**config.mk**
```make
export PLATFORM = sky130hd
export DESIGN_NAME = lcd_command_stream_decoder_unit
export DESIGN_NICKNAME = d
export VERILOG_FILES = /design/src/rtl/core/lcsd_pkg.sv /design/src/rtl/core/lcsd_in_reg.sv /design/src/rtl/core/lcsd_decode.sv /design/src/rtl/core/lcsd_out_reg.sv /design/src/rtl/core/lcd_command_stream_decoder_unit.sv
export SDC_FILE = /design/constraint.sdc
export NUM_CORES = 1
export LEC_CHECK = 0
export ABC_AREA = 0
export BUFFER_PORTS_ARGS = -buffer_cell sky130_fd_sc_hd__buf_2
export CAP_MARGIN = 20
export CORE_MARGIN = 1
export CORE_UTILIZATION = 30
export DETAILED_ROUTE_END_ITERATION = 16
export PLACE_DENSITY_LB_ADDON = 0.05
export SLEW_MARGIN = 20
export SYNTH_ARGS = -nofsm -noshare
export SYNTH_HDL_FRONTEND = slang
export SYNTH_SLANG_ARGS = --single-unit
export TNS_END_PERCENT = 20
```
**constraint.sdc**
```tcl
create_clock -name i_clk -period 5.4 [get_ports i_clk]
set_clock_uncertainty 0.05 [all_clocks]
set_input_delay 1.08 -clock i_clk [delete_from_list [all_inputs] [get_ports i_clk]]
set_output_delay 1.08 -clock i_clk [all_outputs]
set_load 0.01 [all_outputs]
```
**src/rtl/core/lcsd_pkg.sv**
```systemverilog
`timescale 1ns / 1ps
`default_nettype none
// ---------------------------------------------------------------------------
// lcsd_pkg
// Shared types and constants for the display command stream decoder.
// ---------------------------------------------------------------------------
package lcsd_pkg;

    localparam int unsigned BYTE_W     = 8;
    localparam int unsigned COLUMN_W   = 5;
    localparam int unsigned LINE_W     = 3;
    localparam int unsigned GLYPH_IDX_W = 4;

    // command bytes
    localparam logic [BYTE_W-1:0] CMD_GOTO       = 8'h11;
    localparam logic [BYTE_W-1:0] CMD_LIGHT      = 8'h12;
    localparam logic [BYTE_W-1:0] CMD_GLYPH      = 8'h13;
    localparam logic [BYTE_W-1:0] CMD_CLEAR      = 8'h14;
    // printable ranges: below PRINT_LO_END, or PRINT_HI_START and up
    localparam logic [BYTE_W-1:0] PRINT_LO_END   = 8'h10;
    localparam logic [BYTE_W-1:0] PRINT_HI_START = 8'h20;

    // glyph: slot byte plus eight rows
    localparam int unsigned GLYPH_BYTES = 9;
    localparam logic [GLYPH_IDX_W-1:0] GLYPH_FIRST_ROW = 4'd1;
    localparam logic [GLYPH_IDX_W-1:0] GLYPH_LAST      = 4'd8;

    typedef enum logic [2:0] {
        OP_PUTC      = 3'd0,
        OP_GOTO      = 3'd1,
        OP_CLEAR     = 3'd2,
        OP_BACKLIGHT = 3'd3,
        OP_SLOT      = 3'd4,
        OP_ROW       = 3'd5
    } t_op;

    typedef enum logic [1:0] {
        PEND_NONE  = 2'd0,
        PEND_GOTO  = 2'd1,
        PEND_LIGHT = 2'd2,
        PEND_GLYPH = 2'd3
    } t_pend;

    typedef struct packed {
        t_op                 op;
        logic [BYTE_W-1:0]   value;
        logic [COLUMN_W-1:0] column;
        logic [LINE_W-1:0]   line;
        logic                last;
    } t_result;

    // width of packed op/value/column/line, and padded to whole bytes
    localparam int unsigned RES_W   = 3 + BYTE_W + COLUMN_W + LINE_W;
    localparam int unsigned TDATA_W = ((RES_W + 7) / 8) * 8;

endpackage : lcsd_pkg
`default_nettype wire

```
**src/rtl/core/lcsd_in_reg.sv**
```systemverilog
`timescale 1ns / 1ps
`default_nettype none
// ---------------------------------------------------------------------------
// lcsd_in_reg
// Input word register; refills in the cycle the decoder takes its word.
// ---------------------------------------------------------------------------
module lcsd_in_reg (
    input  wire logic                       i_clk,
    input  wire logic                       i_rst_n,
    input  wire logic                       i_valid,
    output logic                            o_ready,
    input  wire logic [lcsd_pkg::BYTE_W-1:0] i_data,
    output logic                            o_valid,
    input  wire logic                       i_take,
    output logic [lcsd_pkg::BYTE_W-1:0]     o_data
);
    import lcsd_pkg::*;

    logic              r_valid;
    logic [BYTE_W-1:0] r_data;

    assign o_ready = !r_valid || i_take;
    assign o_valid = r_valid;
    assign o_data  = r_data;

    always_ff @(posedge i_clk) begin
        if (!i_rst_n) begin
            r_valid <= 1'b0;
        end else if (o_ready) begin
            r_valid <= i_valid;
        end
    end

    always_ff @(posedge i_clk) begin
        if (o_ready && i_valid) begin
            r_data <= i_data;
        end
    end

endmodule : lcsd_in_reg
`default_nettype wire

```
**src/rtl/core/lcsd_decode.sv**
```systemverilog
`timescale 1ns / 1ps
`default_nettype none
// ---------------------------------------------------------------------------
// lcsd_decode
// Command decode, argument capture, glyph store and glyph row burst.
// ---------------------------------------------------------------------------
module lcsd_decode (
    input  wire logic                        i_clk,
    input  wire logic                        i_rst_n,
    input  wire logic                        i_in_valid,
    input  wire logic [lcsd_pkg::BYTE_W-1:0] i_in_byte,
    output logic                             o_in_take,
    input  wire logic                        i_res_ready,
    output logic                             o_res_valid,
    output lcsd_pkg::t_result                o_res
);
    import lcsd_pkg::*;

    t_pend                  r_pend, n_pend;
    logic [GLYPH_IDX_W-1:0] r_count, n_count;
    logic                   r_burst, n_burst;
    logic [GLYPH_IDX_W-1:0] r_idx, n_idx;
    logic                   wr_en;

    logic [BYTE_W-1:0] glyph_store [GLYPH_BYTES];

    always_ff @(posedge i_clk) begin
        if (!i_rst_n) begin
            r_pend  <= PEND_NONE;
            r_count <= '0;
            r_burst <= 1'b0;
            r_idx   <= '0;
        end else begin
            r_pend  <= n_pend;
            r_count <= n_count;
            r_burst <= n_burst;
            r_idx   <= n_idx;
        end
    end

    always_ff @(posedge i_clk) begin
        if (wr_en) begin
            glyph_store[r_count] <= i_in_byte;
        end
    end

    always_comb begin
        n_pend      = r_pend;
        n_count     = r_count;
        n_burst     = r_burst;
        n_idx       = r_idx;
        o_in_take   = 1'b0;
        o_res_valid = 1'b0;
        o_res       = '0;
        wr_en       = 1'b0;

        if (r_burst) begin
            // drain glyph rows; input waits
            o_res_valid = 1'b1;
            o_res.op    = OP_ROW;
            o_res.value = glyph_store[r_idx];
            o_res.last  = (r_idx == GLYPH_LAST);
            if (i_res_ready) begin
                n_idx = r_idx + GLYPH_FIRST_ROW;
                if (r_idx == GLYPH_LAST) begin
                    n_burst = 1'b0;
                end
            end
        end else if (i_in_valid) begin
            case (r_pend)
                PEND_GOTO: begin
                    o_res_valid  = 1'b1;
                    o_res.op     = OP_GOTO;
                    o_res.column = i_in_byte[COLUMN_W-1:0];
                    o_res.line   = i_in_byte[BYTE_W-1:COLUMN_W];
                    o_res.last   = 1'b1;
                    o_in_take    = i_res_ready;
                    if (i_res_ready) begin
                        n_pend = PEND_NONE;
                    end
                end
                PEND_LIGHT: begin
                    o_res_valid = 1'b1;
                    o_res.op    = OP_BACKLIGHT;
                    o_res.value = i_in_byte;
                    o_res.last  = 1'b1;
                    o_in_take   = i_res_ready;
                    if (i_res_ready) begin
                        n_pend = PEND_NONE;
                    end
                end
                PEND_GLYPH: begin
                    if (r_count == GLYPH_LAST) begin
                        // ninth byte: slot select now, rows follow
                        o_res_valid = 1'b1;
                        o_res.op    = OP_SLOT;
                        o_res.line  = glyph_store[0][LINE_W-1:0];
                        o_in_take   = i_res_ready;
                        wr_en       = i_res_ready;
                        if (i_res_ready) begin
                            n_count = '0;
                            n_pend  = PEND_NONE;
                            n_burst = 1'b1;
                            n_idx   = GLYPH_FIRST_ROW;
                        end
                    end else begin
                        o_in_take = 1'b1;
                        wr_en     = 1'b1;
                        n_count   = r_count + GLYPH_FIRST_ROW;
                    end
                end
                default: begin
                    if (i_in_byte >= PRINT_HI_START || i_in_byte < PRINT_LO_END) begin
                        o_res_valid = 1'b1;
                        o_res.op    = OP_PUTC;
                        o_res.value = i_in_byte;
                        o_res.last  = 1'b1;
                        o_in_take   = i_res_ready;
                    end else if (i_in_byte == CMD_CLEAR) begin
                        o_res_valid = 1'b1;
                        o_res.op    = OP_CLEAR;
                        o_res.last  = 1'b1;
                        o_in_take   = i_res_ready;
                    end else begin
                        o_in_take = 1'b1;
                        if (i_in_byte == CMD_GOTO) begin
                            n_pend = PEND_GOTO;
                        end else if (i_in_byte == CMD_LIGHT) begin
                            n_pend = PEND_LIGHT;
                        end else if (i_in_byte == CMD_GLYPH) begin
                            n_pend = PEND_GLYPH;
                        end
                    end
                end
            endcase
        end
    end

endmodule : lcsd_decode
`default_nettype wire

```
**src/rtl/core/lcsd_out_reg.sv**
```systemverilog
`timescale 1ns / 1ps
`default_nettype none
// ---------------------------------------------------------------------------
// lcsd_out_reg
// Result register; loads whenever empty or being drained.
// ---------------------------------------------------------------------------
module lcsd_out_reg (
    input  wire logic              i_clk,
    input  wire logic              i_rst_n,
    input  wire logic              i_res_valid,
    input  wire lcsd_pkg::t_result i_res,
    output logic                   o_res_ready,
    output logic                   o_valid,
    input  wire logic              i_ready,
    output lcsd_pkg::t_result      o_res
);
    import lcsd_pkg::*;

    logic    r_valid;
    t_result r_res;

    assign o_res_ready = !r_valid || i_ready;
    assign o_valid     = r_valid;
    assign o_res       = r_res;

    always_ff @(posedge i_clk) begin
        if (!i_rst_n) begin
            r_valid <= 1'b0;
        end else if (o_res_ready) begin
            r_valid <= i_res_valid;
        end
    end

    always_ff @(posedge i_clk) begin
        if (o_res_ready && i_res_valid) begin
            r_res <= i_res;
        end
    end

endmodule : lcsd_out_reg
`default_nettype wire

```
**src/rtl/core/lcd_command_stream_decoder_unit.sv**
```systemverilog
`timescale 1ns / 1ps
`default_nettype none
// ---------------------------------------------------------------------------
// lcd_command_stream_decoder_unit
// Turns a received byte stream into character-display operations.
// ---------------------------------------------------------------------------
//  channel   | dir | tdata                                 | tlast
//  s_axis    | in  | [7:0] rx_byte                         | -
//  m_axis    | out | [2:0] op [10:3] value [15:11] column  | last
//            |     | [18:16] line, [23:19] zero            |
//
//  One word per cycle unless m_axis stalls or a glyph drains:
//  input register -> decode -> result register; a result word
//  reaches m_axis through both registers. A completed glyph gives
//  nine result words that the glyph store read port drains; input
//  waits meanwhile. Synchronous active-low reset clears pending
//  command, glyph count, row burst and both valid flags. Stalls on
//  m_axis back up through the result register into the input
//  register; one input word is held while a result waits.
// ---------------------------------------------------------------------------
module lcd_command_stream_decoder_unit (
    input  wire logic                         i_clk,
    input  wire logic                         i_rst_n,
    input  wire logic                         s_axis_tvalid,
    output logic                              s_axis_tready,
    input  wire logic [7:0]                   s_axis_tdata,   // [7:0] rx_byte
    output logic                              m_axis_tvalid,
    input  wire logic                         m_axis_tready,
    output logic [lcsd_pkg::TDATA_W-1:0]      m_axis_tdata,   // op, value, column, line
    output logic                              m_axis_tlast    // last
);
    import lcsd_pkg::*;

    logic              in_valid;
    logic              in_take;
    logic [BYTE_W-1:0] in_byte;
    logic              res_valid;
    logic              res_ready;
    t_result           res;
    t_result           out_res;

    lcsd_in_reg u_in_reg (
        .i_clk   (i_clk),
        .i_rst_n (i_rst_n),
        .i_valid (s_axis_tvalid),
        .o_ready (s_axis_tready),
        .i_data  (s_axis_tdata),
        .o_valid (in_valid),
        .i_take  (in_take),
        .o_data  (in_byte)
    );

    lcsd_decode u_decode (
        .i_clk       (i_clk),
        .i_rst_n     (i_rst_n),
        .i_in_valid  (in_valid),
        .i_in_byte   (in_byte),
        .o_in_take   (in_take),
        .i_res_ready (res_ready),
        .o_res_valid (res_valid),
        .o_res       (res)
    );

    lcsd_out_reg u_out_reg (
        .i_clk       (i_clk),
        .i_rst_n     (i_rst_n),
        .i_res_valid (res_valid),
        .i_res       (res),
        .o_res_ready (res_ready),
        .o_valid     (m_axis_tvalid),
        .i_ready     (m_axis_tready),
        .o_res       (out_res)
    );

    // pack op lowest, then value, column, line; pad with zeros
    assign m_axis_tdata = {{(TDATA_W-RES_W){1'b0}}, out_res.line, out_res.column,
                           out_res.value, out_res.op};
    assign m_axis_tlast = out_res.last;

endmodule : lcd_command_stream_decoder_unit
`default_nettype wire
```
# After elaboration in Yosys (flattened, before gate mapping)
# Memories as Yosys holds them, arrays and structs flattened. A register that Yosys moved wholly into a read port is not among the register bits.
# Index checks and enable logic that the tools add are counted.
word_totals:
  n_memories: 1
  mem_bits_rw: 72
  reg_bits: 41
  word_cells: 107
  inputBits: 12
mem_list:
  columns: ["name", "depth", "word_bits", "rd", "rd_clocked_by_memory_dff", "wr", "line_no", "text"]
  rows:
  - ["u_decode.glyph_store", 9, 8, 2, 1, 1, "lcsd_decode.sv:25", "logic [BYTE_W-1:0] glyph_store [GLYPH_BYTES];"]
op_classes:
  muxes: 55
  bitwise: 3
  magnitude_cmp: 2
  n_reduce_logical: 18
  eq_ne: 13
  n_addsub: 2
ops:
  columns: ["operator", "count"]
  rows:
  - ["$mux W4", 10]
  - ["$eq A8 B5 Y1 const B", 4]
  - ["$mux W1", 23]
  - ["$mux W20", 1]
  - ["$mux W2", 8]
  - ["$mux W8", 2]
  - ["$pmux W8 S2", 1]
  - ["$mux W3", 3]
  - ["$pmux W3 S3", 1]
  - ["$add A4 B1 Y4 const B", 2]
  - ["$eq A4 B4 Y1 const B", 2]
  - ["$ge A8 B6 Y1 const B", 1]
  - ["$lt A8 B5 Y1 const B", 1]
  - ["$reduce_and A4 Y1", 2]
  - ["$ne A3 B3 Y1 const B", 2]
  - ["$pmux W1 S2", 3]
  - ["$pmux W3 S2", 1]
  - ["$reduce_and A6 Y1", 1]
  - ["$reduce_bool A2 Y1", 3]
  - ["$reduce_or A2 Y1", 3]
  - ["$mux W5", 1]
  - ["$reduce_bool A5 Y1", 1]
  - ["$eq A2 B2 Y1 const B", 2]
  - ["$ne A2 B1 Y1 const B", 2]
  - ["other kinds (7)", 13]

# Logic depth before layout (Yosys ltp)
# Gate-level depths: netlist of the first run.
logic_depth:
  word_depth: 9
  mapped_depth: 7
  ltp_nobuf: 6

# By module
# From an unflattened synthesis of the first run, not the netlist that was laid out.
unflattened:
  cells_unflattened: 306
  hier_area_um2: 4854.7
modules_own_cells:
  columns: ["module", "cells_each", "instances", "seq_area_each_um2", "area_each_um2"]
  rows:
  - ["lcsd_decode", 262, 1, 2462.4, 3857.4]
  - ["lcsd_out_reg", 25, 1, 620.6, 658.1]
  - ["lcsd_in_reg", 13, 1, 260.2, 297.8]
  - ["lcd_command_stream_decoder_unit", 6, 1, 0.0, 41.3]

# Worst setup path before layout of the first run
# OpenSTA, ideal clock, no wires.
synth_path:
  kind: "input to output"
  from: "in m_axis_tready"
  to: "out s_axis_tready"
  path_buffers: 1
  arrival_ns: 1.778
  cell_stages: 5
  path_slack_ns: 2.492
  required_time_ns: 4.270
  cell_sequence: "nor2b_1 clkbuf_1 o211a_1 o21a_1 nor2_1"
synth_between:
  elab_chain_len: 7
  word_cells_on_any_way: 8
synth_rtl:
  columns: ["element", "line_no", "text"]
  rows:
  - ["start, declared", "lcd_command_stream_decoder_unit.sv:28", "input wire logic m_axis_tready,"]
  - ["$logic_or A1 B1 Y1 *", "lcsd_out_reg.sv:22", "assign o_res_ready = !r_valid || i_ready;"]
  - ["$mux W1", "lcsd_decode.sv:119", "end else if (i_in_byte == CMD_CLEAR) begin"]
  - ["$mux W1", "lcsd_decode.sv:113", "if (i_in_byte >= PRINT_HI_START || i_in_byte < PRINT_LO_END) begin"]
  - ["$pmux W1 S2 *", "lcsd_decode.sv:70", "case (r_pend)"]
  - ["$mux W1 *", "lcsd_decode.sv:69", "end else if (i_in_valid) begin"]
  - ["$mux W1 *", "lcsd_decode.sv:57", "if (r_burst) begin"]
  - ["$logic_or A1 B1 Y1 *", "lcsd_in_reg.sv:22", "assign o_ready = !r_valid || i_take;"]
  - ["end, declared", "lcd_command_stream_decoder_unit.sv:25", "output logic s_axis_tready,"]
# Mark *: on every way between the ends. The rest lies on a longest branch, timed or not.

# Worst setup path after layout of the first run
# Ends and elaborated chain as after synthesis.

==> results.toml, run 1 <==
[synthesis]
synth_compound_area_share_pct = 8.398
synth-xor-area-share_pct = 0
synth_cells = 310
synthSimpleGateAreaFrac_pct = 9.605
ys_warn_count = 0
synthMuxAreaShare_pct = 8.012
syn_area_mm2 = 0.004872
async_flop_share_pct = 0
synth_top_family_by_area = "simple AND/OR/NAND/NOR gates"
avgSynthCellArea_um2 = 15.72
synth_seq_cells = 117
synthFlopType = "edfxtp_1"
yosysSeqAreaShare_pct = 68.62
synth_edf_count = 100
yosys.area_share.adder_pct = 2.568
ys_types = 49

[worst_setup_path]
cp.required_ps = 4270
startpoint_type = "input pin"
crit_chain = "buf_2 -> nor2b_1 -> o211a_1 -> o21a_1 -> nor2_1 -> buf_2"
cpMostUsedCell = "buf_2"
crit_slowest_cell = "nor2b_1"
critical_path.max_fanout = 9
critPathArrivalTime_ps = 2390
r2r_cells = 4
path_buf_inv = 2
reg2reg_to = "u_out_reg.o_res[13]$_DFFE_PP_"
r2r_setup_slack_ps = 2880
path_delay_family = "simple AND/OR/NAND/NOR gates"
reg2reg_from = "u_in_reg.o_data[1]$_DFFE_PP_"
cp-end-kind = "primary output"
max_stage_delay_ps = 620
crit_type = "in2out"

[global_route]
grt_pass1_wl_um = 17530
grt_max_degree = 22
overflow = 0
antenna_found_initial = 0
first_global_vias = 2836
gr-usage-all-layers_pct = 15.18

[layout]
layout_common_cells = "edfxtp_1, buf_2, dfxtp_1, clkbuf_16, mux4_2"
area_growth_pct = 19.49
final_cell_count_no_fill = 579
multi_input_area_mm2 = 0.001424
regArea_mm2 = 0.003343
fillers = 1547
final_common_cell = "edfxtp_1"
drive_above_1_share_pct = 22.31
antenna_cells = 0
final_util_pct = 36.65
nets = 372
final_area_mm2 = 0.005822

[clock_network]
post-cts-setup-buffer-count = 0
cts-resized-gates = 0
root_buffer = "clkbuf_16"
cts_buffer_depth = 2
clkLatencyLatePin_ps = 410
h-tree-depth = 4
clkSinkCount = 117
cts_buffers = 17
hold_buffers = 0
tritoncts = "built"
clk_pin_slew_worst_paths_ps = 50

[timing]
fmax_mhz = 283.8
maxSlewHeadroom_pct = 32.60
rsz0062_at_grt = "no"
fin_crit_sh_pct = 65.24
finalHoldViolations = 0
fin_setup_tns_ps = 0
drv_slew = 0
setup_viol = 0
layout_setup_ws_ps = 1877
finalCriticalPeriod_ps = 3523
holdWs_ps = 453.2
worstMarginPinSlew_ps = 1010

[route]
drc_errors = 0
dr.max_layer_used = "met4"
post_drt_wl_per_cell_um = 19.37
viasPerCell = 4.620
wl_um = 11220
final_antenna_net_count = 0
wl_met3_um = 311
dr.pass1.iters = 4
drt_iter0_drc = 181
route.met2.wl_um = 5164
drt-met1-wl_um = 5583
num_vias = 2675

[job]
maxCapViolations = 0

[outcome]
status = "finished clean"

[floorplanning]
design.die.area_mm2 = 0.01675
core_mm2 = 0.01589
die_w_um = 129.4
start_util_pct = 30.67
die_h_um = 129.4
fp-row-count = 46
num_io_pins = 39

[hold_path]
whs_path_depth = 2
hold_class = "reg2reg"
min_to = "u_decode.r_pend[1]$_SDFFE_PN0P_"
hold_path.startpoint = "u_decode.r_pend[1]$_SDFFE_PN0P_"

[pwr]
power_frac_seq_pct = 47.2
p_per_area_mw_per_mm2 = 367.7
leakagePower_nw = 2.064
pwr-share-clk_pct = 51.0
ir_worst_vdd_mv = 0.2056
p_comb_share_pct = 1.8
power.switching_mw = 0.4230
internal-power_mw = 1.718
total_power_mw = 2.141
sw_frac_of_total_pct = 19.76

[placed_design]
dp_hpwl_um = 7310
port_buffers = 33
placedInstanceArea_mm2 = 0.005246
dp_worst_setup_slack_ps = 1929
placed_cells = 547
gp_congestion = 0.6860
[layer usage]
layer / vias up / global-route usage [%]
met1: 1310 / 20.27
met5: - / 0
met2: 60 / 23.43
li1: 1291 / -
met4: 0 / 6.977
met3: 14 / 3.592
[synth_stat cells, drive strengths merged (2+ instances only)]
master	instances	area [um^2]
edfxtp	100	3003
dfxtp	17	340.3
mux4	16	360.4
nor2	15	56.30
buf	13	80.08
nand2	13	48.80
nand2b	11	68.82
and3	10	62.56
ha	10	125.1
a21oi	9	45.04
and2	9	56.30
inv	9	33.78
a22o	8	70.07
o21ai	7	35.03
a221o	5	50.05
clkbuf	5	18.77
nand3	4	20.02
o211a	4	40.04
a22oi	3	22.52
a32oi	3	26.28
mux2i	3	30.03
nor2b	3	18.77
nor3	3	15.01
or3	3	18.77
nand3b	2	15.01
nor3b	2	15.01
nor4b	2	17.52
o311ai	2	17.52
o31ai	2	15.01
[flip-flops by register name, summed over array words and instances (netlist names), named ones only]
name	cells
u_decode.r_count	4
u_in_reg.o_valid	1
u_out_reg.o_valid	1
u_decode.r_idx	4
u_decode.glyph_store	72
u_decode.r_pend	2
u_decode.r_burst	1
u_out_reg.o_res	20
u_in_reg.o_data	8
[final cells by class]
class	instances	share of cell area [%]
clock buffers	18	7.372
clock inverters	14	2.429
inverters	9	0.5803
multi-input cells	170	24.46
flip-flops and latches	117	57.43
well taps	216	4.642
repair buffers	35	3.095
[how the worst max path moves through the flow]
stage	depth (start not counted)	from	end
2_1_floorplan	5	m_axis_tready	s_axis_tready
3_5_place_dp	6	m_axis_tready	s_axis_tready
4_1_cts	5	u_in_reg.o_data[5]$_DFFE_PP_	s_axis_tready
5_1_grt	6	m_axis_tready	s_axis_tready
3_3_place_gp	6	m_axis_tready	s_axis_tready
6_report	6	m_axis_tready	s_axis_tready
[power by group through the flow]
stage / Sequential (mW) / Clock (mW) / Combinational, mW
floorplan: 1.02 / 0 / 0.0212
global placement: 1.03 / 0 / 0.0397
detailed placement: 1.03 / 0 / 0.0395
CTS: 1.01 / 1.12 / 0.0395
global route: 1.01 / 1.15 / 0.0443
finish: 1.01 / 1.09 / 0.0391
[worst min-delay path, stage by stage (launching register included)]
cell	delay, ps
dfxtp_1	330
nand2_1	70
mux2i_1	60
[cell families after synthesis]
logic type,count (synthesis)
flip-flops,117
AND/OR/NAND/NOR,83
buffers and inverters,27
adder cells (fa/ha/maj),10
multiplexers,19
other,1
AO/OA/AOI/OAI,53
Power figures use the tool's default switching activity.
==> run 2: changes to the inputs <==
clock period = 3.17 ns   (was 5.4 ns; I/O delays follow)
==> run 2 against run 1 <==
  * First-iteration DRC count is 24% lower
  * Die area unchanged
  * Worst setup slack got worse by 1700 ps
  * Sequential share of layout area fell by 0.78 points
  * Clock power grew 65%
  * Critical path depth is 1 lower
  * Sequential power rose by 68%
  * Critical path type is now reg2out
  * Critical endpoint unchanged
==> results.toml, run 2 (synthesized netlist as in run 1, its figures left out) <==
[outcome]
status = "finished clean"

[floorplanning]
design.die.area_mm2 = 0.01675
die_w_um = 129.4
start_util_pct = 30.67
core_mm2 = 0.01589
fp-row-count = 46
num_io_pins = 39
die_h_um = 129.4

[timing]
finalCriticalPeriod_ps = 2960
setup_viol = 0
worstMarginPinSlew_ps = 793.0
fin_setup_tns_ps = 0
maxSlewHeadroom_pct = 46.81
rsz0062_at_grt = "no"
fin_crit_sh_pct = 93.37
layout_setup_ws_ps = 210.1
finalHoldViolations = 0
fmax_mhz = 337.8
holdWs_ps = 346.7
drv_slew = 0

[clock_network]
clkSinkCount = 117
clkLatencyLatePin_ps = 410
hold_buffers = 0
tritoncts = "built"
clk_pin_slew_worst_paths_ps = 50
post-cts-setup-buffer-count = 0
cts_buffer_depth = 2
root_buffer = "clkbuf_16"
h-tree-depth = 4
cts_buffers = 17
cts-resized-gates = 0

[layout]
layout_common_cells = "edfxtp_1, buf_2, dfxtp_1, clkbuf_16"
final_cell_count_no_fill = 593
final_util_pct = 37.15
regMostFlops = "u_decode.glyph_store"
largest_register_ffs = 72
final_common_cell = "edfxtp_1"
nets = 386
final_area_mm2 = 0.005902
area_growth_pct = 21.14
drive_above_1_share_pct = 25.80

[placed_design]
dp_worst_setup_slack_ps = 481.0
placedInstanceArea_mm2 = 0.005346
port_buffers = 33
dp_hpwl_um = 7585
gp_congestion = 0.6740
placed_cells = 561

[worst_setup_path]
crit_type = "reg2out"
r2r_setup_slack_ps = 600
reg2reg_from = "u_in_reg.o_data[7]$_DFFE_PP_"
critPathArrivalTime_ps = 2280
cp-end-kind = "primary output"
startpoint_type = "flip-flop"
reg2reg_to = "u_in_reg.o_data[7]$_DFFE_PP_"
r2r_cells = 5
cp.required_ps = 2490
critical_path.max_fanout = 13

[route]
drt_iter0_drc = 137
viasPerCell = 4.617
drc_errors = 0
dr.pass1.iters = 4
num_vias = 2738
final_antenna_net_count = 0
post_drt_wl_per_cell_um = 19.05
wl_um = 11290

[global_route]
grt_pass1_wl_um = 17460
gr-usage-all-layers_pct = 15.11
antenna_found_initial = 0
overflow = 0
grt_max_degree = 21
first_global_vias = 2804

[hold_path]
whs_path_depth = 1
min_to = "u_in_reg.o_data[0]$_DFFE_PP_"
hold_class = "in2reg"
hold_path.startpoint = "s_axis_tdata[0]"

[pwr]
total_power_mw = 3.595
ir_worst_vdd_mv = 0.3485
p_per_area_mw_per_mm2 = 609.1
leakagePower_nw = 2.125

[job]
maxCapViolations = 0
## run 2: layout make-up
| class | instances | area, um^2 |
|---|---|---|
| Clock inverter | 11 | 111.4 |
| Clock buffer | 20 | 436.7 |
| Antenna cell | 1 | 2.502 |
| Timing Repair Buffer | 49 | 285.3 |
| Fill cell | 1500 | 9983 |
| Multi-Input combinational cell | 170 | 1419 |
| Tap cell | 216 | 270.3 |
| Inverter | 9 | 33.78 |
| Sequential cell | 117 | 3343 |
## run 2: report_power, final
| part | switching, mW | internal, mW | total, mW | leakage (nW) |
|---|---|---|---|---|
| Combinational | 0.0646 | 0.0316 | 0.0962 | 0.806 |
| Clock | 0.660 | 1.14 | 1.80 | 0.263 |
| Sequential | 0.00967 | 1.69 | 1.70 | 1.06 |
## run 2: worst max-delay path by stage
stage | start | slack, ps | cells past startpoint | end
5_1_grt | u_in_reg.o_data[7]$_DFFE_PP_ | 110 | 5 | s_axis_tready
4_1_cts | u_in_reg.o_data[7]$_DFFE_PP_ | 190 | 5 | s_axis_tready
3_3_place_gp | u_in_reg.o_data[1]$_DFFE_PP_ | 590 | 4 | u_out_reg.o_res[15]$_DFFE_PP_
3_5_place_dp | u_in_reg.o_data[1]$_DFFE_PP_ | 480 | 4 | u_out_reg.o_res[15]$_DFFE_PP_
2_1_floorplan | u_in_reg.o_data[1]$_DFFE_PP_ | 540 | 4 | u_out_reg.o_res[0]$_DFFE_PP_
6_report | u_in_reg.o_data[7]$_DFFE_PP_ | 210 | 5 | s_axis_tready
## run 2: critical path, stage by stage, from the launching register on
cell and delay (ps):
edfxtp_1 600, or4b_4 610, o211a_1 250, o21a_1 190, nor2_1 80, buf_2 130
## run 2: routing by layer
layer	track usage [%]	vias up	wire, um
li1	-	1316	-
met1	20.32	1352	5589
met2	23.02	61	5117
met3	4.459	9	490
met4	5.746	0	96
met5	0	-	0
